==> config.mk <==
export PLATFORM = sky130hd
export DESIGN_NAME = tcp_option_list_parser_flat
export DESIGN_NICKNAME = d
export VERILOG_FILES = /design/src/hdl/tol_pkg.sv /design/src/hdl/tol_opt_if.sv /design/src/hdl/tol_res_if.sv /design/src/hdl/tol_in_reg.sv /design/src/hdl/tol_parse.sv /design/src/hdl/tol_out_fifo.sv /design/src/hdl/tcp_option_list_parser.sv /design/src/flat_wrapper.sv
export SDC_FILE = /design/constraint.sdc
export NUM_CORES = 1
export LEC_CHECK = 0
export BUFFER_PORTS_ARGS = -buffer_cell sky130_fd_sc_hd__buf_4
export CELL_PAD_IN_SITES_DETAIL_PLACEMENT = 0
export CELL_PAD_IN_SITES_GLOBAL_PLACEMENT = 2
export CORE_UTILIZATION = 39
export CTS_CLUSTER_SIZE = 8
export DETAILED_ROUTE_END_ITERATION = 8
export GPL_TIMING_DRIVEN = 0
export PLACE_DENSITY_LB_ADDON = 0.1
export SYNTH_ARGS = -nofsm -noshare
export SYNTH_HDL_FRONTEND = slang
export SYNTH_SLANG_ARGS = --single-unit
==> constraint.sdc <==
create_clock -name clk -period 6.3 [get_ports clk]
set_input_delay 0.315 -clock clk [delete_from_list [all_inputs] [get_ports clk]]
set_output_delay 0.315 -clock clk [all_outputs]
set_load 0.1 [all_outputs]
==> src/hdl/tol_pkg.sv <==
// shared types and constants for the tcp option list parser
// no dependencies
package tol_pkg;

  localparam int BYTE_W             = 8;
  localparam int AREA_W             = 6;
  localparam int IDX_W              = 5;
  localparam int MAX_AREA_BYTES_DEF = 40;
  localparam int FIFO_DEPTH         = 4;
  localparam int PTR_W              = $clog2(FIFO_DEPTH);
  localparam int MAX_DATA_LEN       = 38;
  localparam int MAX_OFFSET         = 39;

  typedef enum logic [1:0] {
    MODE_IDLE = 2'd0,
    MODE_KIND = 2'd1,
    MODE_LEN  = 2'd2,
    MODE_SKIP = 2'd3
  } mode_t;

  typedef enum logic [1:0] {
    RES_OPTION = 2'd0,
    RES_OK     = 2'd1,
    RES_BROKEN = 2'd2
  } res_type_t;

  typedef struct packed {
    logic [BYTE_W-1:0] opt_byte;
    logic              is_first;
    logic [AREA_W-1:0] area_length;
  } item_t;

  typedef struct packed {
    res_type_t         rtype;
    logic [BYTE_W-1:0] kind;
    logic [AREA_W-1:0] offset;
    logic [AREA_W-1:0] dlen;
    logic [IDX_W-1:0]  index;
    logic              last;
  } result_t;

  typedef struct packed {
    logic    valid0;
    logic    valid1;
    result_t res0;
    result_t res1;
  } parse_out_t;

endpackage

==> src/hdl/tol_opt_if.sv <==
// input channel: one byte of the options area per transfer
// depends on tol_pkg
interface tol_opt_if;
  logic                      valid;
  logic                      ready;
  logic [tol_pkg::BYTE_W-1:0] opt_byte;
  logic                      is_first;
  logic [tol_pkg::AREA_W-1:0] area_length;

  modport source(output valid, output opt_byte, output is_first, output area_length,
                 input ready);
  modport sink(input valid, input opt_byte, input is_first, input area_length,
               output ready);
endinterface

==> src/hdl/tol_res_if.sv <==
// result channel: option records and area status
// depends on tol_pkg
interface tol_res_if;
  logic                      valid;
  logic                      ready;
  logic [1:0]                result_type;
  logic [tol_pkg::BYTE_W-1:0] option_kind;
  logic [tol_pkg::AREA_W-1:0] option_offset;
  logic [tol_pkg::AREA_W-1:0] opt_data_len;
  logic [tol_pkg::IDX_W-1:0]  entry_index;
  logic                      is_last;

  modport source(output valid, output result_type, output option_kind,
                 output option_offset, output opt_data_len, output entry_index,
                 output is_last, input ready);
  modport sink(input valid, input result_type, input option_kind,
               input option_offset, input opt_data_len, input entry_index,
               input is_last, output ready);
endinterface

==> src/hdl/tol_in_reg.sv <==
// input register stage for option bytes
// depends on tol_pkg and tol_opt_if
module tol_in_reg (
  input  logic           clk,
  input  logic           rst,
  tol_opt_if.sink        opt_chan,
  input  logic           advance,
  output logic           item_valid,
  output tol_pkg::item_t item
);

  assign opt_chan.ready = !item_valid || advance;

  always_ff @(posedge clk) begin
    if (rst) begin
      item_valid <= 1'b0;
    end else if (opt_chan.ready) begin
      item_valid <= opt_chan.valid;
    end
  end

  always_ff @(posedge clk) begin
    if (opt_chan.valid && opt_chan.ready) begin
      item.opt_byte    <= opt_chan.opt_byte;
      item.is_first    <= opt_chan.is_first;
      item.area_length <= opt_chan.area_length;
    end
  end

endmodule

==> src/hdl/tol_parse.sv <==
// per-byte parse state and result generation
// depends on tol_pkg
module tol_parse #(
  parameter int MAX_AREA_BYTES = tol_pkg::MAX_AREA_BYTES_DEF
) (
  input  logic                clk,
  input  logic                rst,
  input  logic                item_valid,
  input  tol_pkg::item_t      item,
  input  logic                advance,
  output tol_pkg::parse_out_t po
);

  localparam logic [tol_pkg::AREA_W-1:0] MAX_LEN = tol_pkg::AREA_W'(MAX_AREA_BYTES);
  localparam logic [tol_pkg::IDX_W-1:0]  CNT_MAX = '1;

  tol_pkg::mode_t              mode, mode_next, m0;
  logic [tol_pkg::AREA_W-1:0]  bytes_left, left_next, rem, left1, alen_c;
  logic [tol_pkg::AREA_W-1:0]  skip_left, skip_next, skip0, skip1;
  logic [tol_pkg::AREA_W-1:0]  byte_position, pos_next, pos0;
  logic [tol_pkg::BYTE_W-1:0]  pending_kind, kind_next, b, rem_p1;
  logic [tol_pkg::AREA_W-1:0]  pending_offset, offset_next, dlen;
  logic [tol_pkg::IDX_W-1:0]   entry_count, count_next, cnt0;
  logic                        start, zero_area;

  function automatic tol_pkg::result_t status_res(tol_pkg::res_type_t t,
                                                  logic [tol_pkg::IDX_W-1:0] cnt);
    tol_pkg::result_t r;
    r       = '0;
    r.rtype = t;
    r.index = cnt;
    r.last  = 1'b1;
    return r;
  endfunction

  assign b         = item.opt_byte;
  assign start     = item.is_first;
  assign zero_area = item.area_length == '0;
  assign alen_c    = (item.area_length > MAX_LEN) ? MAX_LEN : item.area_length;
  assign m0        = start ? (zero_area ? tol_pkg::MODE_IDLE : tol_pkg::MODE_KIND) : mode;
  assign rem       = start ? alen_c : bytes_left;
  assign skip0     = start ? '0 : skip_left;
  assign pos0      = start ? '0 : byte_position;
  assign cnt0      = start ? '0 : entry_count;
  assign left1     = rem - 1'b1;
  assign rem_p1    = {{(tol_pkg::BYTE_W - tol_pkg::AREA_W){1'b0}}, rem} + 1'b1;
  assign dlen      = tol_pkg::AREA_W'(b - 8'd2);
  assign skip1     = (skip0 != '0) ? skip0 - 1'b1 : '0;

  always_comb begin
    mode_next   = mode;
    left_next   = bytes_left;
    skip_next   = skip_left;
    pos_next    = byte_position;
    kind_next   = pending_kind;
    offset_next = pending_offset;
    count_next  = entry_count;
    po          = '0;
    if (item_valid) begin
      mode_next  = m0;
      left_next  = rem;
      skip_next  = skip0;
      pos_next   = pos0;
      count_next = cnt0;
      if (start && zero_area) begin
        kind_next   = '0;
        offset_next = '0;
      end
      if (m0 != tol_pkg::MODE_IDLE) begin
        if (rem == '0) begin
          mode_next = tol_pkg::MODE_IDLE;
        end else begin
          left_next = left1;
          pos_next  = pos0 + 1'b1;
          case (m0)
            tol_pkg::MODE_KIND: begin
              if (b == 8'd0 || (b == 8'd1 && left1 == '0)) begin
                po.valid0 = 1'b1;
                po.res0   = status_res(tol_pkg::RES_OK, cnt0);
                mode_next = tol_pkg::MODE_IDLE;
                left_next = '0;
                skip_next = '0;
              end else if (b == 8'd1) begin
                mode_next = tol_pkg::MODE_KIND;
              end else if (rem < 6'd2) begin
                po.valid0 = 1'b1;
                po.res0   = status_res(tol_pkg::RES_BROKEN, cnt0);
                mode_next = tol_pkg::MODE_IDLE;
                left_next = '0;
                skip_next = '0;
              end else begin
                kind_next   = b;
                offset_next = pos0;
                mode_next   = tol_pkg::MODE_LEN;
              end
            end
            tol_pkg::MODE_LEN: begin
              if (b < 8'd2 || b > rem_p1) begin
                po.valid0 = 1'b1;
                po.res0   = status_res(tol_pkg::RES_BROKEN, cnt0);
                mode_next = tol_pkg::MODE_IDLE;
                left_next = '0;
                skip_next = '0;
              end else begin
                po.valid0       = 1'b1;
                po.res0.rtype   = tol_pkg::RES_OPTION;
                po.res0.kind    = pending_kind;
                po.res0.offset  = pending_offset;
                po.res0.dlen    = dlen;
                po.res0.index   = cnt0;
                po.res0.last    = 1'b0;
                count_next      = (cnt0 != CNT_MAX) ? cnt0 + 1'b1 : cnt0;
                skip_next       = dlen;
                if (left1 == '0) begin
                  po.valid1 = 1'b1;
                  po.res1   = status_res(tol_pkg::RES_OK, count_next);
                  mode_next = tol_pkg::MODE_IDLE;
                  skip_next = '0;
                end else begin
                  mode_next = (dlen != '0) ? tol_pkg::MODE_SKIP : tol_pkg::MODE_KIND;
                end
              end
            end
            tol_pkg::MODE_SKIP: begin
              skip_next = skip1;
              if (left1 == '0) begin
                po.valid0 = 1'b1;
                po.res0   = status_res(tol_pkg::RES_OK, cnt0);
                mode_next = tol_pkg::MODE_IDLE;
                skip_next = '0;
              end else if (skip1 == '0) begin
                mode_next = tol_pkg::MODE_KIND;
              end
            end
            default: begin
              mode_next = tol_pkg::MODE_IDLE;
            end
          endcase
        end
      end
    end
  end

  always_ff @(posedge clk) begin
    if (rst) begin
      mode           <= tol_pkg::MODE_IDLE;
      bytes_left     <= '0;
      skip_left      <= '0;
      byte_position  <= '0;
      pending_kind   <= '0;
      pending_offset <= '0;
      entry_count    <= '0;
    end else if (advance) begin
      mode           <= mode_next;
      bytes_left     <= left_next;
      skip_left      <= skip_next;
      byte_position  <= pos_next;
      pending_kind   <= kind_next;
      pending_offset <= offset_next;
      entry_count    <= count_next;
    end
  end

endmodule

==> src/hdl/tol_out_fifo.sv <==
// result queue: takes up to two results a cycle, hands out one while res_chan is ready
// depends on tol_pkg and tol_res_if
module tol_out_fifo (
  input  logic                clk,
  input  logic                rst,
  input  logic                push,
  input  tol_pkg::parse_out_t po,
  output logic                room,
  tol_res_if.source           res_chan
);

  tol_pkg::result_t            mem [tol_pkg::FIFO_DEPTH];
  logic [tol_pkg::PTR_W-1:0]   wr_ptr, rd_ptr;
  logic [tol_pkg::PTR_W:0]     count;
  logic [tol_pkg::PTR_W:0]     n_push;
  logic                        pop;
  tol_pkg::result_t            head;

  assign n_push = push ? ((tol_pkg::PTR_W+1)'(po.valid0) + (tol_pkg::PTR_W+1)'(po.valid1))
                       : '0;
  assign pop    = res_chan.valid && res_chan.ready;
  assign room   = count <= (tol_pkg::PTR_W+1)'(tol_pkg::FIFO_DEPTH - 2);
  assign head   = mem[rd_ptr];

  assign res_chan.valid         = count != '0;
  assign res_chan.result_type   = head.rtype;
  assign res_chan.option_kind   = head.kind;
  assign res_chan.option_offset = head.offset;
  assign res_chan.opt_data_len  = head.dlen;
  assign res_chan.entry_index   = head.index;
  assign res_chan.is_last       = head.last;

  always_ff @(posedge clk) begin
    if (push && po.valid0) begin
      mem[wr_ptr] <= po.res0;
    end
    if (push && po.valid1) begin
      mem[wr_ptr + 1'b1] <= po.res1;
    end
  end

  always_ff @(posedge clk) begin
    if (rst) begin
      wr_ptr <= '0;
      rd_ptr <= '0;
      count  <= '0;
    end else begin
      wr_ptr <= wr_ptr + n_push[tol_pkg::PTR_W-1:0];
      rd_ptr <= rd_ptr + (tol_pkg::PTR_W)'(pop);
      count  <= count + n_push - (tol_pkg::PTR_W+1)'(pop);
    end
  end

endmodule

==> src/hdl/tcp_option_list_parser.sv <==
// tcp option list parser top level
// channel   | dir | payload
// opt_chan  | in  | opt_byte, is_first, area_length
// res_chan  | out | result_type, option_kind, option_offset, opt_data_len,
//           |     | entry_index, is_last
// one option byte is taken per cycle while the result queue has room; a byte's
// results enter the queue as the byte leaves the input register
// a byte gives at most two results (a record and the closing status); the
// four-entry result queue drains one per cycle while res_chan is ready, and
// input stalls while it holds more than two entries
// rst is synchronous and clears parse state and the queue
// depends on tol_pkg, tol_opt_if, tol_res_if, tol_in_reg, tol_parse, tol_out_fifo
module tcp_option_list_parser #(
  parameter int MAX_AREA_BYTES = tol_pkg::MAX_AREA_BYTES_DEF
) (
  input  logic      clk,
  input  logic      rst,
  tol_opt_if.sink   opt_chan,
  tol_res_if.source res_chan
);

  logic                item_valid;
  tol_pkg::item_t      item;
  tol_pkg::parse_out_t po;
  logic                room;
  logic                advance;

  assign advance = item_valid && room;

  tol_in_reg u_in_reg (
    .clk        (clk),
    .rst        (rst),
    .opt_chan   (opt_chan),
    .advance    (advance),
    .item_valid (item_valid),
    .item       (item)
  );

  tol_parse #(
    .MAX_AREA_BYTES (MAX_AREA_BYTES)
  ) u_parse (
    .clk        (clk),
    .rst        (rst),
    .item_valid (item_valid),
    .item       (item),
    .advance    (advance),
    .po         (po)
  );

  tol_out_fifo u_out_fifo (
    .clk      (clk),
    .rst      (rst),
    .push     (advance),
    .po       (po),
    .room     (room),
    .res_chan (res_chan)
  );

endmodule

==> src/flat_wrapper.sv <==
// flat-port wrapper written by rule: the top's interface ports become plain ports
module tcp_option_list_parser_flat 
#(
  parameter int MAX_AREA_BYTES = tol_pkg::MAX_AREA_BYTES_DEF
)
  (clk, rst, opt_chan_valid, opt_chan_opt_byte, opt_chan_is_first, opt_chan_area_length, opt_chan_ready, res_chan_valid, res_chan_result_type, res_chan_option_kind, res_chan_option_offset, res_chan_opt_data_len, res_chan_entry_index, res_chan_is_last, res_chan_ready);
  tol_opt_if opt_chan_i ();
  tol_res_if res_chan_i ();
  input  logic clk;
  input  logic rst;
  input wire logic [$bits(opt_chan_i.valid)-1:0] opt_chan_valid;
  input wire logic [$bits(opt_chan_i.opt_byte)-1:0] opt_chan_opt_byte;
  input wire logic [$bits(opt_chan_i.is_first)-1:0] opt_chan_is_first;
  input wire logic [$bits(opt_chan_i.area_length)-1:0] opt_chan_area_length;
  output wire logic [$bits(opt_chan_i.ready)-1:0] opt_chan_ready;
  output wire logic [$bits(res_chan_i.valid)-1:0] res_chan_valid;
  output wire logic [$bits(res_chan_i.result_type)-1:0] res_chan_result_type;
  output wire logic [$bits(res_chan_i.option_kind)-1:0] res_chan_option_kind;
  output wire logic [$bits(res_chan_i.option_offset)-1:0] res_chan_option_offset;
  output wire logic [$bits(res_chan_i.opt_data_len)-1:0] res_chan_opt_data_len;
  output wire logic [$bits(res_chan_i.entry_index)-1:0] res_chan_entry_index;
  output wire logic [$bits(res_chan_i.is_last)-1:0] res_chan_is_last;
  input wire logic [$bits(res_chan_i.ready)-1:0] res_chan_ready;
  assign opt_chan_i.valid = opt_chan_valid;
  assign opt_chan_i.opt_byte = opt_chan_opt_byte;
  assign opt_chan_i.is_first = opt_chan_is_first;
  assign opt_chan_i.area_length = opt_chan_area_length;
  assign opt_chan_ready = opt_chan_i.ready;
  assign res_chan_valid = res_chan_i.valid;
  assign res_chan_result_type = res_chan_i.result_type;
  assign res_chan_option_kind = res_chan_i.option_kind;
  assign res_chan_option_offset = res_chan_i.option_offset;
  assign res_chan_opt_data_len = res_chan_i.opt_data_len;
  assign res_chan_entry_index = res_chan_i.entry_index;
  assign res_chan_is_last = res_chan_i.is_last;
  assign res_chan_i.ready = res_chan_ready;
  tcp_option_list_parser #(.MAX_AREA_BYTES(MAX_AREA_BYTES)) u_core (.clk(clk), .rst(rst), .opt_chan(opt_chan_i), .res_chan(res_chan_i));
endmodule
; Word level (Yosys, flattened, before mapping)
; Memories as Yosys holds them, arrays and structs flattened. A register that Yosys moved wholly into a read port is not among the register bits.
; Cells that the tools add are included.
[classes]
n_reduce_logical = 21
add_sub_neg = 12
n_lt_le_gt_ge = 5
mux = 81
eq_ne = 5
[op_table]
columns = op, n
row1 = two-way mux 58 bit, 3
row2 = two-way mux 28 bit, 6
row3 = two-way mux 6 bit, 28
row4 = case mux 28 bit (3 select lines), 1
row5 = two-way mux 8 bit, 7
row6 = two-way mux 27 bit, 2
row7 = two-way mux 5 bit, 6
row8 = zero test 6 bit, 4
row9 = two-way mux 2 bit, 12
row10 = case mux 6 bit (3 select lines), 1
row11 = case mux 6 bit (2 select lines), 1
row12 = nonzero test 6 bit, 2
row13 = "subtractor 6 x 1 -> 6 bit, second input constant", 2
row14 = two-way mux 1 bit, 11
row15 = "equality test 8 x 1 -> 1 bit, second input constant", 1
row16 = greater-than comparator 8 x 7 -> 1 bit, 1
row17 = zero test 8 bit, 1
row18 = "< comparator 8 x 2 -> 1 bit, second input constant", 1
row19 = "adder 6 x 1 -> 7 bit, second input constant", 1
row20 = logical AND 1 bit, 7
row21 = "adder 6 x 1 -> 6 bit, second input constant", 1
row22 = "greater-than comparator 6 bit, second input constant", 1
row23 = "< comparator 6 x 2 -> 1 bit, second input constant", 1
row24 = case mux 2 bit (3 select lines), 1
row25 = other kinds (19), 22
[word_totals]
ram_bits = 112
word_cells = 139
in_bits = 19
ff_bits = 62
mem_count = 1
output_inout_bits = 30
[mem_list]
columns = name, depth, width, rd, rd_clocked_by_memory_dff, write_ports, line
row1 = u_core.u_out_fifo.mem, 4, 28, 1, 1, 2, tol_out_fifo.sv:12  ; tol_pkg::result_t mem [tol_pkg::FIFO_DEPTH];

; Depth between registers and ports, before layout
[depth]
word_depth = 16
mapped_depth = 23
depth_no_buf = 22

; Cells and area by module
; Synthesis repeated with hierarchy kept, for this count alone.
[hier_totals]
hier_cells = 782
hier_area_um2 = 9776.9
[modules_own_cells]
columns = module, seq_area_each_um2, area_per_inst_um2, cells_each, instances
row1 = tol_out_fifo, 3503.4, 5924.4, 326, 1
row2 = tol_parse, 780.7, 3340.7, 435, 1
row3 = tol_in_reg, 470.5, 505.5, 20, 1
row4 = tcp_option_list_parser, 0.0, 6.3, 1, 1

; Worst setup path before layout
; No wires, ideal clock.
[synth_timing]
path_type = register -> register
startpoint = register u_core.u_in_reg.item[4] (netlist name)
endpoint = register u_core.u_out_fifo.count[2] (netlist bit)
path_buffers = 1
required_time_ns = 6.172
synth_period_minus_slack_ns = 4.649
setup_time_ns = 0.128
path_slack_ns = 1.651
t_arrival_ns = 4.522
path_stages_with_launch = 23
path_cell_list = edfxtp_1 -> o21ai_0 -> a31oi_1 -> inv_1 -> ha_1 -> nand2_1 -> xor2_1 -> ha_1 -> a2111oi_0 -> a21o_1 -> nand4_1 -> clkbuf_1 -> nor2_1 -> ha_1 -> nand2_1 -> ha_1 -> inv_1 -> ha_1 -> inv_1 -> fa_1 -> xnor2_1 -> xnor2_1 -> nor2_1
[synth_via]
elab_chain_len = 16
word_cells_on_any_way = 33
classes_between = add/sub: 5 / order compare: 3 / eq/ne: 3 / mux: 15 / reduce/logical: 7
[synth_lines]
columns = item, line
row1 = branches (longest 10 deep; another with greater-than comparator 8 x 7 -> 1 bit), n/a
row2 = two-way mux 58 bit *, tol_parse.sv:69  ; if (m0 != tol_pkg::MODE_IDLE) begin
row3 = two-way mux 58 bit *, tol_parse.sv:59  ; if (item_valid) begin
row4 = adder 1 x 1 -> 2 bit *, tol_out_fifo.sv:19  ; assign n_push = push ? ((tol_pkg::PTR_W+1)'(po.valid0) + (tol_pkg::PTR_W+1)'(po.valid1))
row5 = two-way mux 3 bit *, tol_out_fifo.sv:19
row6 = adder 3 bit *, tol_out_fifo.sv:50  ; count <= count + n_push - (tol_pkg::PTR_W+1)'(pop);
row7 = subtractor 3 x 1 -> 3 bit *, tol_out_fifo.sv:50
row8 = "end signal, assigned", tol_out_fifo.sv:50
row9 = "end, declared", tol_out_fifo.sv:14  ; logic [tol_pkg::PTR_W:0] count;
; Mark *: on every way between the ends.
; A chain may end at the register's enable or synchronous reset.

; Worst setup path in the final report
[layout_timing]
startpoint = register u_core.u_in_reg.item[4] (netlist name)
endpoint = register u_core.u_out_fifo.count[2] (netlist bit)
[layout_via]
elab_chain_len = 16
word_cells_on_any_way = 33
classes_between = add/sub: 5 / order compare: 3 / eq/ne: 3 / mux: 15 / reduce/logical: 7
[layout_lines]
columns = item, line
row1 = branches (longest 10 deep; another with greater-than comparator 8 x 7 -> 1 bit), n/a
row2 = two-way mux 58 bit *, tol_parse.sv:69
row3 = two-way mux 58 bit *, tol_parse.sv:59
row4 = adder 1 x 1 -> 2 bit *, tol_out_fifo.sv:19
row5 = two-way mux 3 bit *, tol_out_fifo.sv:19
row6 = adder 3 bit *, tol_out_fifo.sv:50
row7 = subtractor 3 x 1 -> 3 bit *, tol_out_fifo.sv:50
; Marks and branches as above.

==> out/summary.md <==
The run finished with clean final reports. For this design the static power due to leakage is 0.003556 uW. Data on the critical path arrives at its endpoint at 5.89 ns. The launching element type of the critical path is a register. The peak fanout along the critical path was 10; the routed wire length per instance was 19.91 um. The final layout contains routed wiring with a total length of 24.89 mm. Cell internal power was estimated by the tool at 2005 uW.

For the worst flop-to-flop path, the logic depth is 22. Across every metal layer, demand over resource in global routing totals 23.16%. Entering global routing, the biggest net connects 17 pins. The largest voltage drop on the vdd net is 0.1423 mV, and the number of hold buffers added after CTS is 0. The signed area change from the synthesized netlist to the final layout works out to 15.54%. TritonCTS built the clock tree.

Mean number of vias per cell: 5.695. In this run the tightest slew margin relative to its limit is 32.84%. Cell area after technology mapping: 8477 um2.

The post-synthesis instance total was 895. Setup violations remaining at the end of the flow were counted as 0. The number of nets in the layout is 1006, and the setup fix buffers added after clock tree synthesis is 0.

In this run, synthesis inferred 43 flip-flops with an integrated enable. The routed layout has 7119 vias. The run gives 0 as the final antenna diode count. The depth of the worst hold-timing path is 1. The die is 149.4 um tall.

In this run, the combinational gates consume 22.5% of the power. The portion of total power attributed to sequential cells is 41.0%, and the number of cell rows is 53. The clock network burns 36.5% of the power. During placement, the flow inserted port buffers numbering 48. The critical path is of the reg2reg type. The analysis attributes to net switching a power of 964.4 uW. The count of nets left with antenna violations once routing finished came out at 0.

Timing would allow up to 0.1790 GHz. Gates resized during post-CTS repair numbered 0. For this configuration, the core starts out at a cell density of 40.07%. At the pin with the least slew margin, the transition time is 1.007 ns. The sequential-to-total area share from yosys stat was 46.17%. The region available for standard cell placement spans 21150 um2. The tools report the maximum count of clock buffers along a single path as 2.

The clock skew after layout is 0.01712 ns. Setup repair after global routing left no endpoint under its margin. Net switching is 32.47% of the power. The synthesized netlist contains 66 unique library cells. After detailed placement, the total cell area comes to 9181 um2.

The tools report the via count of the first global-routing pass as 6995. The final cycle utilization of the critical path was 88.69%; the half-perimeter wire length after detailed placement was 17.88 mm. The number of nets handed over by synthesis was 939. The placer's final routability congestion estimate was 0.8788; the power density over the cells was 303.2 nW/um2. In the synthesized netlist the dominant register cell turns out to be sky130_fd_sc_hd__dfxtp_1. Summed over all failing endpoints, the final setup total negative slack is 0 ns. The final-report max-slew violation count is 0, and the number of I/O pins is 49. After clock tree synthesis, the clock-pin slew on the worst setup and hold paths is 0.08 ns. At the later pin of the worst-skew pair, clock insertion delay measures 0.43 ns. The logs give 38.96 mm for the wire length of the first global-routing pass and 9794 um2 for the cell area after layout. The number of antenna violations at the first check in global routing was 0; the fraction of registers with async set or reset after synthesis was 0%. Global-route congestion overflow total: 0. Clock tree synthesis inserted a total of 17 buffers.

For the DRC violations left, the log shows 0. The clock tree root buffer cell is sky130_fd_sc_hd__clkbuf_16. Counting every sink on the clock net gives 174.

The number of iterations in the first detailed-routing pass is 6, and the yosys synthesis warning count is 0. The tools report the number of fill cells as 2027. The class of the worst hold path was in2reg. For the finished layout, the period the worst path requires is 5.588 ns. The number of H-tree branching levels is 4, and the required time of the critical path is 6.60 ns. The die extent in x was 149.4 um; the count of routing violations after the opening detailed-route iteration was 438. The floorplan step defined a die boundary enclosing 22330 um2. In the final layout, the share of cells above drive strength 1 is 13.95%. The count of state elements after synthesis was 174.

The nature of the critical path endpoint was a register. The reported max-cap violation count was 0; the average footprint of a synthesized cell was 9.471 um2. The total count of hold-check failures in the final report came out at 0.
state kept, by name, summed over array words and instances, names as in the netlist:
register                       count
u_core.u_in_reg.item              15
u_core.u_in_reg.item_valid         1
u_core.u_out_fifo.count            3
u_core.u_out_fifo.mem            112
u_core.u_out_fifo.rd_ptr           2
u_core.u_out_fifo.wr_ptr           2
u_core.u_parse.byte_position       6
u_core.u_parse.bytes_left          6
u_core.u_parse.entry_count         5
u_core.u_parse.mode                2
u_core.u_parse.pending_kind        8
u_core.u_parse.pending_offset      6
u_core.u_parse.skip_left           6
Yosys cell counts, types with 3 or more instances:
cell	count	area [um2]
sky130_fd_sc_hd__nand2_1	150	563.0
sky130_fd_sc_hd__buf_4	3	22.52
sky130_fd_sc_hd__buf_1	9	33.78
sky130_fd_sc_hd__and3_1	3	18.77
sky130_fd_sc_hd__o21ai_1	4	20.02
sky130_fd_sc_hd__a21o_1	5	37.54
sky130_fd_sc_hd__nand2b_1	4	25.02
sky130_fd_sc_hd__mux2_2	3	33.78
sky130_fd_sc_hd__nand4_1	9	56.30
sky130_fd_sc_hd__clkbuf_1	33	123.9
sky130_fd_sc_hd__and2_1	21	131.4
sky130_fd_sc_hd__or4_1	4	30.03
sky130_fd_sc_hd__or3_1	6	37.54
sky130_fd_sc_hd__o211a_1	3	30.03
sky130_fd_sc_hd__dfxtp_1	131	2623
sky130_fd_sc_hd__xor2_1	6	52.55
sky130_fd_sc_hd__nand3_1	32	160.2
sky130_fd_sc_hd__inv_1	18	67.56
sky130_fd_sc_hd__nor3_1	11	55.05
sky130_fd_sc_hd__o21ai_0	47	235.2
sky130_fd_sc_hd__mux2i_1	22	220.2
sky130_fd_sc_hd__nor2b_1	12	75.07
sky130_fd_sc_hd__a211oi_1	6	45.04
sky130_fd_sc_hd__a21boi_0	3	22.52
sky130_fd_sc_hd__o22ai_1	24	150.1
sky130_fd_sc_hd__a21oi_1	61	305.3
sky130_fd_sc_hd__a22oi_1	16	120.1
sky130_fd_sc_hd__buf_2	7	35.03
sky130_fd_sc_hd__a31oi_1	9	56.30
sky130_fd_sc_hd__ha_1	24	300.3
sky130_fd_sc_hd__a22o_1	8	70.07
sky130_fd_sc_hd__nor2_1	79	296.5
sky130_fd_sc_hd__xnor2_1	13	113.9
sky130_fd_sc_hd__edfxtp_1	43	1291
sky130_fd_sc_hd__mux4_2	28	630.6
routing by layer:
layer  track usage [%]  vias up  wire length (um)
met5                 0        -                 0
met4             6.276        0               265
met3             3.415       18              1027
met2             39.07      196             12070
met1             30.74     3543             11530
li1                  -     3362                 -
final cells by class:
type	instances	area (um2)	share of cell area, %
timing repair buffer	48	360.3	3.679
clock buffer	22	528.0	5.391
buffer	54	237.7	2.427
inverter	18	67.56	0.6898
sequential	174	3914	39.96
tap	275	344.1	3.513
multi-input combinational	649	4258	43.47
clock inverter	10	85.08	0.8687
worst max-delay path, cell delays in order, from the launching register on:
cell and delay (ns):
sky130_fd_sc_hd__edfxtp_1 0.48, sky130_fd_sc_hd__o21ai_0 0.55, sky130_fd_sc_hd__a31oi_1 0.34, sky130_fd_sc_hd__inv_1 0.25, sky130_fd_sc_hd__ha_1 0.28, sky130_fd_sc_hd__nand2_1 0.09
sky130_fd_sc_hd__xor2_1 0.18, sky130_fd_sc_hd__ha_1 0.35, sky130_fd_sc_hd__a2111oi_0 0.43, sky130_fd_sc_hd__a21o_1 0.29, sky130_fd_sc_hd__nand4_1 0.14, sky130_fd_sc_hd__clkbuf_1 0.29
sky130_fd_sc_hd__nor2_1 0.21, sky130_fd_sc_hd__ha_1 0.25, sky130_fd_sc_hd__nand2_1 0.10, sky130_fd_sc_hd__ha_1 0.24, sky130_fd_sc_hd__inv_1 0.05, sky130_fd_sc_hd__ha_1 0.13
sky130_fd_sc_hd__inv_1 0.05, sky130_fd_sc_hd__fa_1 0.39, sky130_fd_sc_hd__xnor2_1 0.18, sky130_fd_sc_hd__xnor2_1 0.14, sky130_fd_sc_hd__nor2_1 0.05
path summary, 6_finish.rpt:
| kind | end | slack (ns) | start |
|---|---|---|---|
| max reg2reg | u_core.u_out_fifo.count[2] | 0.71 | u_core.u_in_reg.item[4] |
| max | u_core.u_out_fifo.count[2] | 0.71 | u_core.u_in_reg.item[4] |
| min | u_core.u_in_reg.item[5] | 0.05 | opt_chan_area_length[5] |
| min reg2reg | u_core.u_out_fifo.mem[3][20] | 0.45 | u_core.u_out_fifo.mem[3][20] |
logic make-up after synthesis:
| group | after synthesis | synth area share, % |
|---|---|---|
| AND/OR/NAND/NOR | 346 | 18.79 |
| AO/OA/AOI/OAI | 206 | 15.26 |
| flip-flops | 174 | 46.17 |
| buffers and inverters | 72 | 3.601 |
| multiplexers | 53 | 10.44 |
| adder cells (fa/ha/maj) | 25 | 3.779 |
| XOR/XNOR | 19 | 1.963 |
power by group through the flow:
stage,Combinational (uW),Clock (uW),Sequential [uW]
final,668,1080,1220
after detailed placement,677,0,1240
after floorplan,515,0,1230
after CTS,680,1100,1220
after global routing,727,1140,1220
after global placement,668,0,1240
stage by stage:
| stage | instances | total power, uW | setup slack, ns | utilization [%] | hold WS [ns] |
|---|---|---|---|---|---|
| floorplan | 895 | 1744 | 1.651 | - | 0.4139 |
| global placement | 1218 | 1909 | 0.8192 | 43.40 | 0.4365 |
| detailed placement | 1218 | 1919 | 0.6849 | 43.40 | 0.4431 |
| CTS | 1250 | 3002 | 0.6663 | 46.30 | 0.03849 |
| global route | 1250 | 3094 | 0.2536 | 46.30 | 0.02982 |
| finish | 1250 | 2970 | 0.7124 | 46.30 | 0.05228 |
layout by cell type, fill, tap and decap left out, types with 4 or more instances in the layout:
cell type                   Yosys  layout
sky130_fd_sc_hd__nor3_1        11      11
sky130_fd_sc_hd__or3_1          6       6
sky130_fd_sc_hd__a211oi_1       6       6
sky130_fd_sc_hd__a21oi_1       61      61
sky130_fd_sc_hd__dfxtp_1      131     131
sky130_fd_sc_hd__buf_4          3      51
sky130_fd_sc_hd__mux2i_1       22      22
sky130_fd_sc_hd__a22o_1         8       8
sky130_fd_sc_hd__o22ai_1       24      24
sky130_fd_sc_hd__or4_1          4       4
sky130_fd_sc_hd__clkbuf_16      0      20
sky130_fd_sc_hd__xnor2_1       13      13
sky130_fd_sc_hd__mux4_2        28      28
sky130_fd_sc_hd__inv_6          0       4
sky130_fd_sc_hd__nand3_1       32      32
sky130_fd_sc_hd__inv_1         18      18
sky130_fd_sc_hd__ha_1          24      24
sky130_fd_sc_hd__nand4_1        9       9
sky130_fd_sc_hd__a31oi_1        9       9
sky130_fd_sc_hd__nand2b_1       4       4
sky130_fd_sc_hd__edfxtp_1      43      43
sky130_fd_sc_hd__nor2_1        79      79
sky130_fd_sc_hd__clkbuf_1      33      33
sky130_fd_sc_hd__o21ai_0       47      47
sky130_fd_sc_hd__a22oi_1       16      16
sky130_fd_sc_hd__a21o_1         5       5
sky130_fd_sc_hd__o21ai_1        4       4
sky130_fd_sc_hd__buf_1          9       9
sky130_fd_sc_hd__and2_1        21      21
sky130_fd_sc_hd__nand2_1      150     150
sky130_fd_sc_hd__nor2b_1       12      12
sky130_fd_sc_hd__buf_2          7       7
sky130_fd_sc_hd__xor2_1         6       6
No activity file was read; power rests on OpenSTA's default activity.
